--- src/hw/rtl/rdc_pkg.sv ---
`timescale 1ns / 1ps
// ----------------------------------------------------------------------------
// rdc_pkg: shared definitions of the radix digit converter
// Widths, register indexes, reset values and the controller/datapath types.
// ----------------------------------------------------------------------------
package rdc_pkg;

   localparam int ValueWidth       = 64;
   localparam int BitCntWidth      = $clog2(ValueWidth);
   localparam int DigitWidth       = 4;
   localparam int RadixWidth       = 5;
   localparam int CharWidth        = 8;
   localparam int CsrIndexWidth    = 2;
   localparam int MaxBase          = 16;
   localparam int DefaultMaxDigits = 64;

   localparam logic [RadixWidth-1:0] MinRadix      = RadixWidth'(2);
   localparam logic [RadixWidth-1:0] MaxRadix      = RadixWidth'(MaxBase);
   localparam logic [RadixWidth-1:0] BaseSizeReset = RadixWidth'(10);

   // Characters "01234567" and "89", lowest byte holds the lowest digit.
   localparam logic [ValueWidth-1:0] DigitCharsLowReset  = 64'h3736_3534_3332_3130;
   localparam logic [ValueWidth-1:0] DigitCharsHighReset = 64'h0000_0000_0000_3938;

   typedef enum logic [CsrIndexWidth-1:0] {
      CsrBaseSize       = 2'd0,
      CsrDigitCharsLow  = 2'd1,
      CsrDigitCharsHigh = 2'd2
   } csr_index_type;

   typedef enum logic [1:0] {
      StIdle,
      StConvert,
      StSkip,
      StEmit
   } ctrl_state_type;

   typedef struct packed {
      logic load;   // capture a new value and clear the digit array
      logic step;   // fold one value bit into the digit array
      logic shift;  // move the digit array one place toward the top
      logic emit;   // load the top digit's character into the output register
      logic last;   // the emitted character is the final one
   } dp_cmd_type;

   typedef struct packed {
      logic top_zero;  // the top digit is zero
      logic overflow;  // the value needs more digits than the array holds
      logic out_free;  // the output register can take a beat this cycle
   } dp_status_type;

endpackage

--- src/hw/rtl/radix_digit_converter_unit.sv ---
`timescale 1ns / 1ps
// ----------------------------------------------------------------------------
// radix_digit_converter_unit: unsigned integer to digit characters
// Converts a 64-bit unsigned value to its digits in a base from 2 to 16 and
// sends one character beat per digit, most significant digit first.
// ----------------------------------------------------------------------------
//
//   Channel   Direction  Handshake            Beat contents
//   req_      in         req_valid/req_stall  req_value (64 bits)
//   rsp_      out        rsp_valid/rsp_stall  rsp_digit_char (8), rsp_last_digit
//   csr_      in         csr_valid/csr_ready  csr_index (2), csr_data (64)
//
// An item is first converted, which folds one value bit per cycle into the
// base-b digit array; then the array is walked from its top, one digit a
// cycle, first over leading zeros and then emitting, where output stalls
// hold the walk.
// The next item is accepted once the last beat sits in the output register.
// Reset is synchronous and active high; it restores the registers to base 10
// and the characters "0123456789" and empties the output register.
// The configuration port is always ready and must only be written while the
// block is idle.
//
module radix_digit_converter_unit #(
   parameter int MaxDigits = rdc_pkg::DefaultMaxDigits
) (
   input  logic                                clock,
   input  logic                                reset,
   // Input channel
   input  logic                                req_valid,
   output logic                                req_stall,
   input  logic [rdc_pkg::ValueWidth-1:0]      req_value,
   // Result channel
   output logic                                rsp_valid,
   input  logic                                rsp_stall,
   output logic [rdc_pkg::CharWidth-1:0]       rsp_digit_char,
   output logic                                rsp_last_digit,
   // Configuration port
   input  logic                                csr_valid,
   output logic                                csr_ready,
   input  logic [rdc_pkg::CsrIndexWidth-1:0]   csr_index,
   input  logic [rdc_pkg::ValueWidth-1:0]      csr_data
);
   import rdc_pkg::*;

   logic [RadixWidth-1:0] base_size_ff, base_size_in;
   logic [ValueWidth-1:0] chars_low_ff, chars_low_in;
   logic [ValueWidth-1:0] chars_high_ff, chars_high_in;
   logic [RadixWidth-1:0] radix;

   dp_cmd_type    cmd;
   dp_status_type status;

   assign csr_ready = 1'b1;

   // Register writes; an index outside the register list is dropped.
   always_comb begin
      base_size_in  = base_size_ff;
      chars_low_in  = chars_low_ff;
      chars_high_in = chars_high_ff;
      if (csr_valid && csr_ready) begin
         case (csr_index)
            CsrBaseSize:       base_size_in  = csr_data[RadixWidth-1:0];
            CsrDigitCharsLow:  chars_low_in  = csr_data;
            CsrDigitCharsHigh: chars_high_in = csr_data;
            default:           base_size_in  = base_size_ff;
         endcase
      end
   end

   always_ff @(posedge clock) begin
      if (reset) begin
         base_size_ff  <= BaseSizeReset;
         chars_low_ff  <= DigitCharsLowReset;
         chars_high_ff <= DigitCharsHighReset;
      end else begin
         base_size_ff  <= base_size_in;
         chars_low_ff  <= chars_low_in;
         chars_high_ff <= chars_high_in;
      end
   end

   // A base size below two counts as two, one above the table size as the
   // table size.
   always_comb begin
      if (base_size_ff < MinRadix) begin
         radix = MinRadix;
      end else if (base_size_ff > MaxRadix) begin
         radix = MaxRadix;
      end else begin
         radix = base_size_ff;
      end
   end

   rdc_ctrl #(
      .MaxDigits (MaxDigits)
   ) u_ctrl (
      .clock     (clock),
      .reset     (reset),
      .req_valid (req_valid),
      .req_stall (req_stall),
      .cmd       (cmd),
      .status    (status)
   );

   rdc_datapath #(
      .MaxDigits (MaxDigits)
   ) u_datapath (
      .clock            (clock),
      .reset            (reset),
      .cmd              (cmd),
      .status           (status),
      .radix            (radix),
      .digit_chars_low  (chars_low_ff),
      .digit_chars_high (chars_high_ff),
      .req_value        (req_value),
      .rsp_stall        (rsp_stall),
      .rsp_valid        (rsp_valid),
      .rsp_digit_char   (rsp_digit_char),
      .rsp_last_digit   (rsp_last_digit)
   );

endmodule

--- src/hw/rtl/rdc_ctrl.sv ---
`timescale 1ns / 1ps
// ----------------------------------------------------------------------------
// rdc_ctrl: sequencer of the radix digit converter
// Steps the datapath through conversion, leading-zero skip and emission.
// ----------------------------------------------------------------------------
module rdc_ctrl #(
   parameter int MaxDigits = rdc_pkg::DefaultMaxDigits
) (
   input  logic                  clock,
   input  logic                  reset,
   input  logic                  req_valid,
   output logic                  req_stall,
   output rdc_pkg::dp_cmd_type   cmd,
   input  rdc_pkg::dp_status_type status
);
   import rdc_pkg::*;

   localparam int RemWidth = $clog2(MaxDigits + 1);
   localparam logic [BitCntWidth-1:0] LastBit   = BitCntWidth'(ValueWidth - 1);
   localparam logic [RemWidth-1:0]    FullCount = RemWidth'(MaxDigits);
   localparam logic [RemWidth-1:0]    OneLeft   = RemWidth'(1);

   ctrl_state_type          state_ff, state_in;
   logic [BitCntWidth-1:0]  bit_cnt_ff, bit_cnt_in;
   logic [RemWidth-1:0]     remain_ff, remain_in;

   always_ff @(posedge clock) begin
      if (reset) begin
         state_ff   <= StIdle;
         bit_cnt_ff <= '0;
         remain_ff  <= '0;
      end else begin
         state_ff   <= state_in;
         bit_cnt_ff <= bit_cnt_in;
         remain_ff  <= remain_in;
      end
   end

   always_comb begin
      state_in   = state_ff;
      bit_cnt_in = bit_cnt_ff;
      remain_in  = remain_ff;
      cmd        = '0;
      req_stall  = 1'b1;
      case (state_ff)
         StIdle: begin
            req_stall = 1'b0;
            if (req_valid) begin
               cmd.load   = 1'b1;
               bit_cnt_in = '0;
               state_in   = StConvert;
            end
         end
         StConvert: begin
            cmd.step   = 1'b1;
            bit_cnt_in = bit_cnt_ff + BitCntWidth'(1);
            if (bit_cnt_ff == LastBit) begin
               remain_in = FullCount;
               state_in  = StSkip;
            end
         end
         StSkip: begin
            // Leading zeros are dropped, but never the last digit and never
            // when the value needed more digits than the array holds.
            if (!status.overflow && status.top_zero && remain_ff != OneLeft) begin
               cmd.shift = 1'b1;
               remain_in = remain_ff - OneLeft;
            end else begin
               state_in = StEmit;
            end
         end
         StEmit: begin
            if (status.out_free) begin
               cmd.emit  = 1'b1;
               cmd.shift = 1'b1;
               cmd.last  = (remain_ff == OneLeft);
               remain_in = remain_ff - OneLeft;
               if (remain_ff == OneLeft) begin
                  state_in = StIdle;
               end
            end
         end
         default: begin
            state_in = StIdle;
         end
      endcase
   end

endmodule

--- src/hw/rtl/rdc_datapath.sv ---
`timescale 1ns / 1ps
// ----------------------------------------------------------------------------
// rdc_datapath: digit array and output register of the radix digit converter
// Doubles the base-b digit array and adds one value bit per step.
// ----------------------------------------------------------------------------
module rdc_datapath #(
   parameter int MaxDigits = rdc_pkg::DefaultMaxDigits
) (
   input  logic                                clock,
   input  logic                                reset,
   input  rdc_pkg::dp_cmd_type                 cmd,
   output rdc_pkg::dp_status_type              status,
   input  logic [rdc_pkg::RadixWidth-1:0]      radix,
   input  logic [rdc_pkg::ValueWidth-1:0]      digit_chars_low,
   input  logic [rdc_pkg::ValueWidth-1:0]      digit_chars_high,
   input  logic [rdc_pkg::ValueWidth-1:0]      req_value,
   input  logic                                rsp_stall,
   output logic                                rsp_valid,
   output logic [rdc_pkg::CharWidth-1:0]       rsp_digit_char,
   output logic                                rsp_last_digit
);
   import rdc_pkg::*;

   function automatic logic [CharWidth-1:0] char_of_digit(
      input logic [DigitWidth-1:0] digit,
      input logic [ValueWidth-1:0] low,
      input logic [ValueWidth-1:0] high
   );
      logic [2*ValueWidth-1:0] char_table;
      char_table = {high, low};
      return char_table[{digit, 3'b000} +: CharWidth];
   endfunction

   logic [ValueWidth-1:0] value_ff, value_in;
   logic [DigitWidth-1:0] lanes_ff [MaxDigits];
   logic [DigitWidth-1:0] lanes_in [MaxDigits];
   logic                  overflow_ff, overflow_in;
   logic                  rsp_valid_ff, rsp_valid_in;
   logic [CharWidth-1:0]  rsp_char_ff, rsp_char_in;
   logic                  rsp_last_ff, rsp_last_in;

   logic [RadixWidth-1:0] doubled  [MaxDigits];
   logic [RadixWidth-1:0] reduced  [MaxDigits];
   logic [MaxDigits-1:0]  gen;
   logic [MaxDigits-1:0]  gen_or_prop;
   logic [MaxDigits:0]    carry_sum;
   logic [MaxDigits:0]    carries;
   logic [DigitWidth-1:0] top_digit;

   // A lane generates a carry when twice its digit reaches the radix and
   // passes the incoming carry on when twice its digit is one short of it.
   // The carries across all lanes then come out of one wide addition.
   always_comb begin
      for (int i = 0; i < MaxDigits; i++) begin
         doubled[i]     = {lanes_ff[i], 1'b0};
         gen[i]         = (doubled[i] >= radix);
         gen_or_prop[i] = gen[i] | ((doubled[i] + RadixWidth'(1)) == radix);
      end
      carry_sum = {1'b0, gen} + {1'b0, gen_or_prop}
                + {{MaxDigits{1'b0}}, value_ff[ValueWidth-1]};
      carries   = carry_sum ^ {1'b0, gen} ^ {1'b0, gen_or_prop};
      for (int i = 0; i < MaxDigits; i++) begin
         reduced[i] = (doubled[i] | RadixWidth'(carries[i]))
                    - (carries[i+1] ? radix : RadixWidth'(0));
      end
   end

   assign top_digit = lanes_ff[MaxDigits-1];

   always_comb begin
      value_in     = value_ff;
      overflow_in  = overflow_ff;
      lanes_in     = lanes_ff;
      rsp_valid_in = rsp_valid_ff;
      rsp_char_in  = rsp_char_ff;
      rsp_last_in  = rsp_last_ff;

      if (cmd.load) begin
         value_in    = req_value;
         overflow_in = 1'b0;
         for (int i = 0; i < MaxDigits; i++) begin
            lanes_in[i] = '0;
         end
      end else if (cmd.step) begin
         value_in    = {value_ff[ValueWidth-2:0], 1'b0};
         overflow_in = overflow_ff | carries[MaxDigits];
         for (int i = 0; i < MaxDigits; i++) begin
            lanes_in[i] = reduced[i][DigitWidth-1:0];
         end
      end else if (cmd.shift) begin
         lanes_in[0] = '0;
         for (int i = 1; i < MaxDigits; i++) begin
            lanes_in[i] = lanes_ff[i-1];
         end
      end

      if (cmd.emit) begin
         rsp_valid_in = 1'b1;
         rsp_char_in  = char_of_digit(top_digit, digit_chars_low, digit_chars_high);
         rsp_last_in  = cmd.last;
      end else if (!rsp_stall) begin
         rsp_valid_in = 1'b0;
      end
   end

   always_ff @(posedge clock) begin
      if (reset) begin
         overflow_ff  <= 1'b0;
         rsp_valid_ff <= 1'b0;
      end else begin
         overflow_ff  <= overflow_in;
         rsp_valid_ff <= rsp_valid_in;
      end
   end

   always_ff @(posedge clock) begin
      value_ff    <= value_in;
      lanes_ff    <= lanes_in;
      rsp_char_ff <= rsp_char_in;
      rsp_last_ff <= rsp_last_in;
   end

   assign status.top_zero = (top_digit == '0);
   assign status.overflow = overflow_ff;
   assign status.out_free = !rsp_valid_ff || !rsp_stall;

   assign rsp_valid      = rsp_valid_ff;
   assign rsp_digit_char = rsp_char_ff;
   assign rsp_last_digit = rsp_last_ff;

endmodule

--- config.mk ---
export PLATFORM = sky130hd
export DESIGN_NAME = radix_digit_converter_unit
export DESIGN_NICKNAME = d
export VERILOG_FILES = /design/src/hw/rtl/rdc_pkg.sv /design/src/hw/rtl/radix_digit_converter_unit.sv /design/src/hw/rtl/rdc_ctrl.sv /design/src/hw/rtl/rdc_datapath.sv
export SDC_FILE = /design/constraint.sdc
export NUM_CORES = 2
export LEC_CHECK = 0
export BUFFER_PORTS_ARGS = -buffer_cell sky130_fd_sc_hd__buf_2
export CAP_MARGIN = 10
export CORE_MARGIN = 4
export CORE_UTILIZATION = 55
export DETAILED_ROUTE_END_ITERATION = 8
export GPL_ROUTABILITY_DRIVEN = 0
export GPL_TIMING_DRIVEN = 1
export HOLD_SLACK_MARGIN = 0.05
export PLACE_DENSITY_LB_ADDON = 0.12
export SETUP_SLACK_MARGIN = 0.02
export SKIP_LAST_GASP = 1
export SYNTH_ARGS = -nofsm -noshare
export SYNTH_HDL_FRONTEND = slang
export SYNTH_HIERARCHICAL = 1
export SYNTH_SLANG_ARGS = --single-unit
--- constraint.sdc ---
create_clock -name clock -period 16.07 [get_ports clock]
set_input_delay 0.8035 -clock clock [delete_from_list [all_inputs] [get_ports clock]]
set_output_delay 0.8035 -clock clock [all_outputs]
set_load 0.05 [all_outputs]
# Word level (Yosys, flattened, before mapping)
# Cells that the tools add are included.
dict set report word_totals {
  out_inout_bits 12
  in_bits 135
  word_cells 597
  regBits 479
}
dict set report classes {
  bitwise 131
  add_sub_neg 132
  magnitude_cmp 66
  shifts 1
  mux 92
  reduce_logical 21
  n_eq_ne 79
}
# cell n
set op_table {}
lappend op_table {{2-to-1 mux 256 bit} 2}
lappend op_table {{adder 5 x 1 -> 5 bit (second input constant)} 64}
lappend op_table {{equality test 5 bit} 64}
lappend op_table {{greater-or-equal comparator 5 bit} 64}
lappend op_table {{2-to-1 mux 4 bit} 64}
lappend op_table {{bitwise OR 4 x 1 -> 4 bit} 64}
lappend op_table {{subtractor 4 bit} 64}
lappend op_table {{bitwise XOR 65 x 64 -> 65 bit} 2}
lappend op_table {{2-to-1 mux 64 bit} 2}
lappend op_table {{variable part select 128 x 8 -> 8 bit} 1}
lappend op_table {{adder 64 x 64 -> 65 bit} 1}
lappend op_table {{adder 65 x 1 -> 65 bit} 1}
lappend op_table {{bitwise OR 1 bit} 65}
lappend op_table {{2-to-1 mux 7 bit} 3}
lappend op_table {{one-hot mux 7 bit (3 select lines)} 1}
lappend op_table {{2-to-1 mux 2 bit} 6}
lappend op_table {{one-hot mux 6 bit (2 select lines)} 1}
lappend op_table {{2-to-1 mux 5 bit} 2}
lappend op_table {{AND reduction 2 bit} 5}
lappend op_table {{!= test 2 x 1 -> 1 bit (second input constant)} 4}
lappend op_table {{one-hot mux 2 bit (4 select lines)} 1}
lappend op_table {{equality test 7 x 1 -> 1 bit (second input constant)} 1}
lappend op_table {{2-to-1 mux 1 bit} 7}
lappend op_table {{!= test 7 x 1 -> 1 bit (second input constant)} 1}
lappend op_table {{21 further kinds} 32}

# Depth between registers and ports, before layout
dict set report logic_depth {
  ltp_word 12
  ltp_mapped 32
  depth_no_buf 30
}

# Cells and area by module
# Netlist, hierarchy kept.
# module area_each_um2 cells_per_inst seq_area_each_um2 n_inst
set modules_own_cells {}
lappend modules_own_cells {rdc_datapath 32514.9 3781 7357.1 1}
lappend modules_own_cells {radix_digit_converter_unit 5551.6 546 2662.6 1}
lappend modules_own_cells {rdc_ctrl 985.9 118 300.3 1}

# Worst setup path before layout
# No wires, ideal clock.
dict set report synth_timing {
  path_kind {reg-to-reg}
  start {register base_size_ff[4]}
  end {register u_datapath.lanes_ff (netlist bit u_datapath/doubled[14])}
  path_buffers 2
  t_arrival_ns 7.257
  t_required_ns 16.007
  period_less_slack_ns 7.320
  path_stages_with_launch 29
  setup_slack_ns 8.750
  setup_time_ns 0.063
  cell_sequence {dfxtp_1 -> nor2b_1 -> clkbuf_1 -> inv_1 -> clkbuf_1 -> ha_1 -> nand4_1 -> nor2_1 -> ha_1 -> a211o_1 -> or2_2 -> ha_1 -> nand4b_1 -> o2bb2ai_1 -> o211ai_1 -> a21oi_1 -> o211a_1 -> a21o_2 -> a31o_2 -> a41o_1 -> a31oi_1 -> nand2b_1 -> ha_1 -> a21o_1 -> a21oi_1 -> xor2_1 -> nand2_1 -> a311o_1 -> nand3_1}
}
dict set report synth_via {
  elab_chain_cells 12
  elab_cells_between_ends 201
  cone_classes {add/sub (3); order compare (65); eq/ne (63); mux (4); bitwise (66)}
}
# element line_no
set synth_rtl {}
lappend synth_rtl {{start, declared} radix_digit_converter_unit.sv:45} ;# logic [RadixWidth-1:0] base_size_ff, base_size_in;
lappend synth_rtl {{start signal, assigned} radix_digit_converter_unit.sv:72} ;# base_size_ff <= BaseSizeReset;
lappend synth_rtl {{start signal, assigned} radix_digit_converter_unit.sv:76} ;# base_size_ff <= base_size_in;
lappend synth_rtl {{> comparator 5 bit} radix_digit_converter_unit.sv:87} ;# end else if (base_size_ff > MaxRadix) begin
lappend synth_rtl {{2-to-1 mux 5 bit} radix_digit_converter_unit.sv:87}
lappend synth_rtl {{2-to-1 mux 5 bit (*)} radix_digit_converter_unit.sv:85} ;# if (base_size_ff < MinRadix) begin
lappend synth_rtl {{via radix[3]} radix_digit_converter_unit.sv:48} ;# logic [RadixWidth-1:0] radix;
lappend synth_rtl {{greater-or-equal comparator 5 bit / equality test 5 bit (equally long branches)} {rdc_datapath.sv:56, rdc_datapath.sv:57}}
lappend synth_rtl {{bitwise OR 1 bit} rdc_datapath.sv:57} ;# gen_or_prop[i] = gen[i] | ((doubled[i] + RadixWidth'(1)) == radix);
lappend synth_rtl {{adder 64 x 64 -> 65 bit} rdc_datapath.sv:59} ;# carry_sum = {1'b0, gen} + {1'b0, gen_or_prop}
lappend synth_rtl {{adder 65 x 1 -> 65 bit} rdc_datapath.sv:60} ;# + {{MaxDigits{1'b0}}, value_ff[ValueWidth-1]};
lappend synth_rtl {{bitwise XOR 65 x 64 -> 65 bit (2 in series)} rdc_datapath.sv:61} ;# carries = carry_sum ^ {1'b0, gen} ^ {1'b0, gen_or_prop};
lappend synth_rtl {{bitwise OR 4 x 1 -> 4 bit / 2-to-1 mux 4 bit (equally long branches)} {rdc_datapath.sv:63, rdc_datapath.sv:64}}
lappend synth_rtl {{subtractor 4 bit (*)} rdc_datapath.sv:64} ;# - (carries[i+1] ? radix : RadixWidth'(0));
lappend synth_rtl {{2-to-1 mux 256 bit (*)} rdc_datapath.sv:84} ;# end else if (cmd.step) begin
lappend synth_rtl {{end signal, assigned} rdc_datapath.sv:118} ;# lanes_ff <= lanes_in;
lappend synth_rtl {{end, declared} rdc_datapath.sv:35} ;# logic [DigitWidth-1:0] lanes_ff [MaxDigits];
# Mark *: on every way through the listed nets, which the timed path passes. The rest lies on a longest branch.
# A chain may end at the register's enable or synchronous reset.

# Final worst setup path
# Ends and elaborated chain as after synthesis.

==> results.yml <==
setup_path:
  cp.depth: 23
  crit_buf_inv: 2
  crit_path_max_fanout: 36
  cp_cell_sequence: "nor2b_4 > clkinv_2 > buf_4 > ha_1 > a21o_1 > a21oi_1 > o21ai_0 > a211o_1 > nor4b_1 > o21ai_0 > or4b_1 > a21o_2 > a31o_2 > a41o_1 > a31oi_1 > nand2b_1 > ha_1 > a21o_1 > a21oi_1 > xor2_1 > nor2_1 > a222oi_1 > nand3_1"
  r2r-start: "base_size_ff[4]"
  critical_path_class: "reg -> reg"
  ff2ff_setup_slack_ps: 8610
  max_stage_delay_ps: 730
  reg2reg_to: "u_datapath/doubled[14]"
  reg2reg_depth: 23
  end_kind: "register"
  startpoint_type: "register"
  cp_data_required_time_ps: 16600
  crit_arrival_ps: 7990
  cpMaxStageDelayCell: "nor2b_4"
  crit_family: "compound AO/OA/AOI/OAI gates"
grt:
  antenna_found_initial: 4
  first_global_vias: 32188
  grt_pass1_wl_um: 171000
  grt_overflow: 0
  grt_max_degree: 172
  grt_use_total_pct: 27.5
die:
  initial_utilization_pct: 55.7
  die-area_um2: 75300
  coreArea_um2: 70100
  die_h_um: 274
  die_x_um: 274
  ios: 147
  core.rowCount: 97
min_path:
  min_path_cells: 3
  whs_endpoint: "chars_high_ff[29]"
  hp-class: "in -> reg"
  hold_start: "csr_data[29]"
drt:
  dr.pass1.iters: 5
  wl_um: 105000
  via_per_inst: 6.02
  drc: 0
  drt_iter0_markers: 2282
  ant_nets: 0
  wire_per_inst_um: 19.4
  num_vias: 32677
power:
  p_per_area_nw_per_um2: 178
  p_leak_nw: 17.3
  seq_power_share_pct: 27.2
  combPwrFrac_pct: 54.9
  p_clk_share_pct: 17.9
  swShare_pct: 43.8
  p_int_w: 0.00422
  ir_drop_uv: 196
  switchingPower_w: 0.00329
logic_synthesis:
  ys_async_sr_fraction_pct: 0
  syn_area_per_cell_um2: 8.79
  yosysWarningCount: 6
  ys_seq_elements: 479
  synth_seq_area_share_pct: 26.4
  synth_top_family_by_area: "simple AND/OR/NAND/NOR gates"
  synthXorXnorAreaFrac_pct: 3.79
  synth_compound_area_share_pct: 18.0
  synth_cell_types: 105
  syn-cell-area_um2: 39100
  synth_ff_type: "dfxtp_1"
  syn-num-nets: 5101
  synth.area.mux_share_pct: 10.8
  synth_cells: 4445
  synthSimpleGateAreaFrac_pct: 18.7
  synth-adder-area-share_pct: 17.9
  synth_edf_count: 73
timing:
  fin_skew_ps: 50.6
  fmax_mhz: 134
  rsz0062_at_grt: "no"
  min_period_ps: 7460
  fin_crit_sh_pct: 46.4
  tightest_slew_ps: 1140
  worst_slack_ps: 8610
  maxSlewHeadroom_pct: 23.6
  setup_viol: 0
  timing.final.max_slew_violations: 0
  hold_viol_final: 0
  timing.setup.tns_ps: 0
placed_design:
  portBuffers: 145
  place_hpwl_um: 72400
  pre_cts_slack_ps: 8660
outcome:
  outcome: "complete, no violations"
clock_tree:
  cts_made_buffers: 57
  clk_latency_ps: 650
  clkTransAtPathRegs_ps: 60
  postCtsResizedCells: 0
  cts-hold-fix-buffers: 0
  htree_levels: 2
  cts-root-buf: "clkbuf_16"
  clockBufferDepth: 3
  cts_tree: "built"
  cts.sink_count: 479
  cts_setup_buffers: 0
run:
  maxCapViolations: 0
cells_and_area:
  nNetsFinal: 5100
  drive_gt1_share_pct: 9.49
  syn_to_final_growth_pct: 8.19
## worst min-delay path: cells and delay by family
family                 cells  cell delay, ps
multiplexers               1              60
buffers and inverters      1             100
AND/OR/NAND/NOR            1              60
## worst max-delay path by stage
stage / from / endpoint
final: base_size_ff[4] / u_datapath/doubled[14]
after global routing: base_size_ff[4] / u_datapath/doubled[14]
after CTS: base_size_ff[4] / u_datapath/doubled[14]
after detailed placement: base_size_ff[4] / u_datapath/doubled[14]
after global placement: base_size_ff[4] / u_datapath/doubled[14]
after floorplan: base_size_ff[4] / u_datapath/doubled[14]
## registers in the layout, summed over array words and instances, names as in the netlist
| register | flops |
|---|---|
| u_datapath/overflow_ff | 1 |
| u_datapath/top_digit | 4 |
| u_datapath/value_ff | 64 |
| u_datapath/rsp_valid | 1 |
| u_datapath/doubled | 252 |
| chars_low_ff | 64 |
| u_ctrl/bit_cnt_ff | 6 |
| u_ctrl/remain_ff | 7 |
| u_datapath/rsp_digit_char | 8 |
| u_ctrl/state_ff | 2 |
| u_datapath/rsp_last_digit | 1 |
| base_size_ff | 5 |
| chars_high_ff | 64 |
## cells in the mapped netlist, drive strengths merged (27+ instances only)
cell	instances	share of area (%)
a21o	149	2.9
xor2	69	1.5
mux2	69	2.0
nand2	281	2.7
inv	174	1.7
fa	64	3.3
a21oi	257	3.3
xnor2	100	2.2
nand4	41	0.66
or3	27	0.43
ha	457	15
or2	28	0.45
dfxtp	406	21
nor3	40	0.53
o21ai	96	1.2
buf	66	0.93
nor2b	132	2.1
nor2	434	4.2
mux2i	307	7.9
nand3	69	0.90
edfxtp	73	5.6
nand2b	202	3.2
clkbuf	176	1.7
a211oi	282	5.4
nor4	28	0.46
and3	61	0.98
## kinds of logic (layout without fill, tap and decap cells)
group / Yosys count / after routing
AND/OR/NAND/NOR: 1442 / 1442
XOR/XNOR: 169 / 169
multiplexers: 392 / 392
AO/OA/AOI/OAI: 1024 / 1024
buffers and inverters: 417 / 459
other: 1 / 3
adder cells (fa/ha/maj): 521 / 521
flip-flops: 479 / 479
## power by group through the flow
stage	Clock (W)	Combinational (W)	Sequential, W
after CTS	0.00138	0.00410	0.00205
final	0.00135	0.00412	0.00205
after detailed placement	0	0.00406	0.00207
after floorplan	0	0.00329	0.00189
after global routing	0.00143	0.00464	0.00210
after global placement	0	0.00399	0.00207
## cell type report
class                   instances  area (µm²)
diodes                          2        5.00
clock buffers                  81        1600
clock inverters                21         338
fillers                      6320       27900
inverters                     175         667
multi-input cells            3549       27100
flip-flops and latches        479       10300
well taps                     940        1180
repair buffers                182        1030
## placed cells by master (no fill, tap or decap), types with 130 or more instances in the layout
master / n
a21oi_1: 256
nand2_1: 280
nor2b_1: 130
a211oi_1: 281
nor2_1: 433
mux2i_1: 307
dfxtp_1: 405
ha_1: 456
a21o_1: 148
nand2b_1: 202
buf_2: 144
inv_1: 166
## through the flow
| stage | cell area (µm²) | utilization [%] | hold WS (ps) | total power [W] | std cells |
|---|---|---|---|---|---|
| final | 42300 | 60.2 | 415 | 0.00752 | 5429 |
| after global routing | 42300 | 60.2 | 400 | 0.00817 | 5429 |
| after CTS | 42200 | 60.2 | 374 | 0.00752 | 5427 |
| after detailed placement | 40300 | 57.5 | 462 | 0.00613 | 5325 |
| after global placement | 40300 | 57.5 | 458 | 0.00606 | 5325 |
| after floorplan | 39100 | - | 445 | 0.00518 | 4445 |
## layer usage
| metal | vias to the layer above | GRT usage, % | routed length (µm) |
|---|---|---|---|
| met1 | 15643 | 36.5 | 48100 |
| met2 | 735 | 47.2 | 50000 |
| li1 | 16116 | - | - |
| met5 | - | 0 | 21 |
| met4 | 4 | 7.76 | 2690 |
| met3 | 179 | 3.18 | 4510 |
Power figures use the tool's default switching activity.
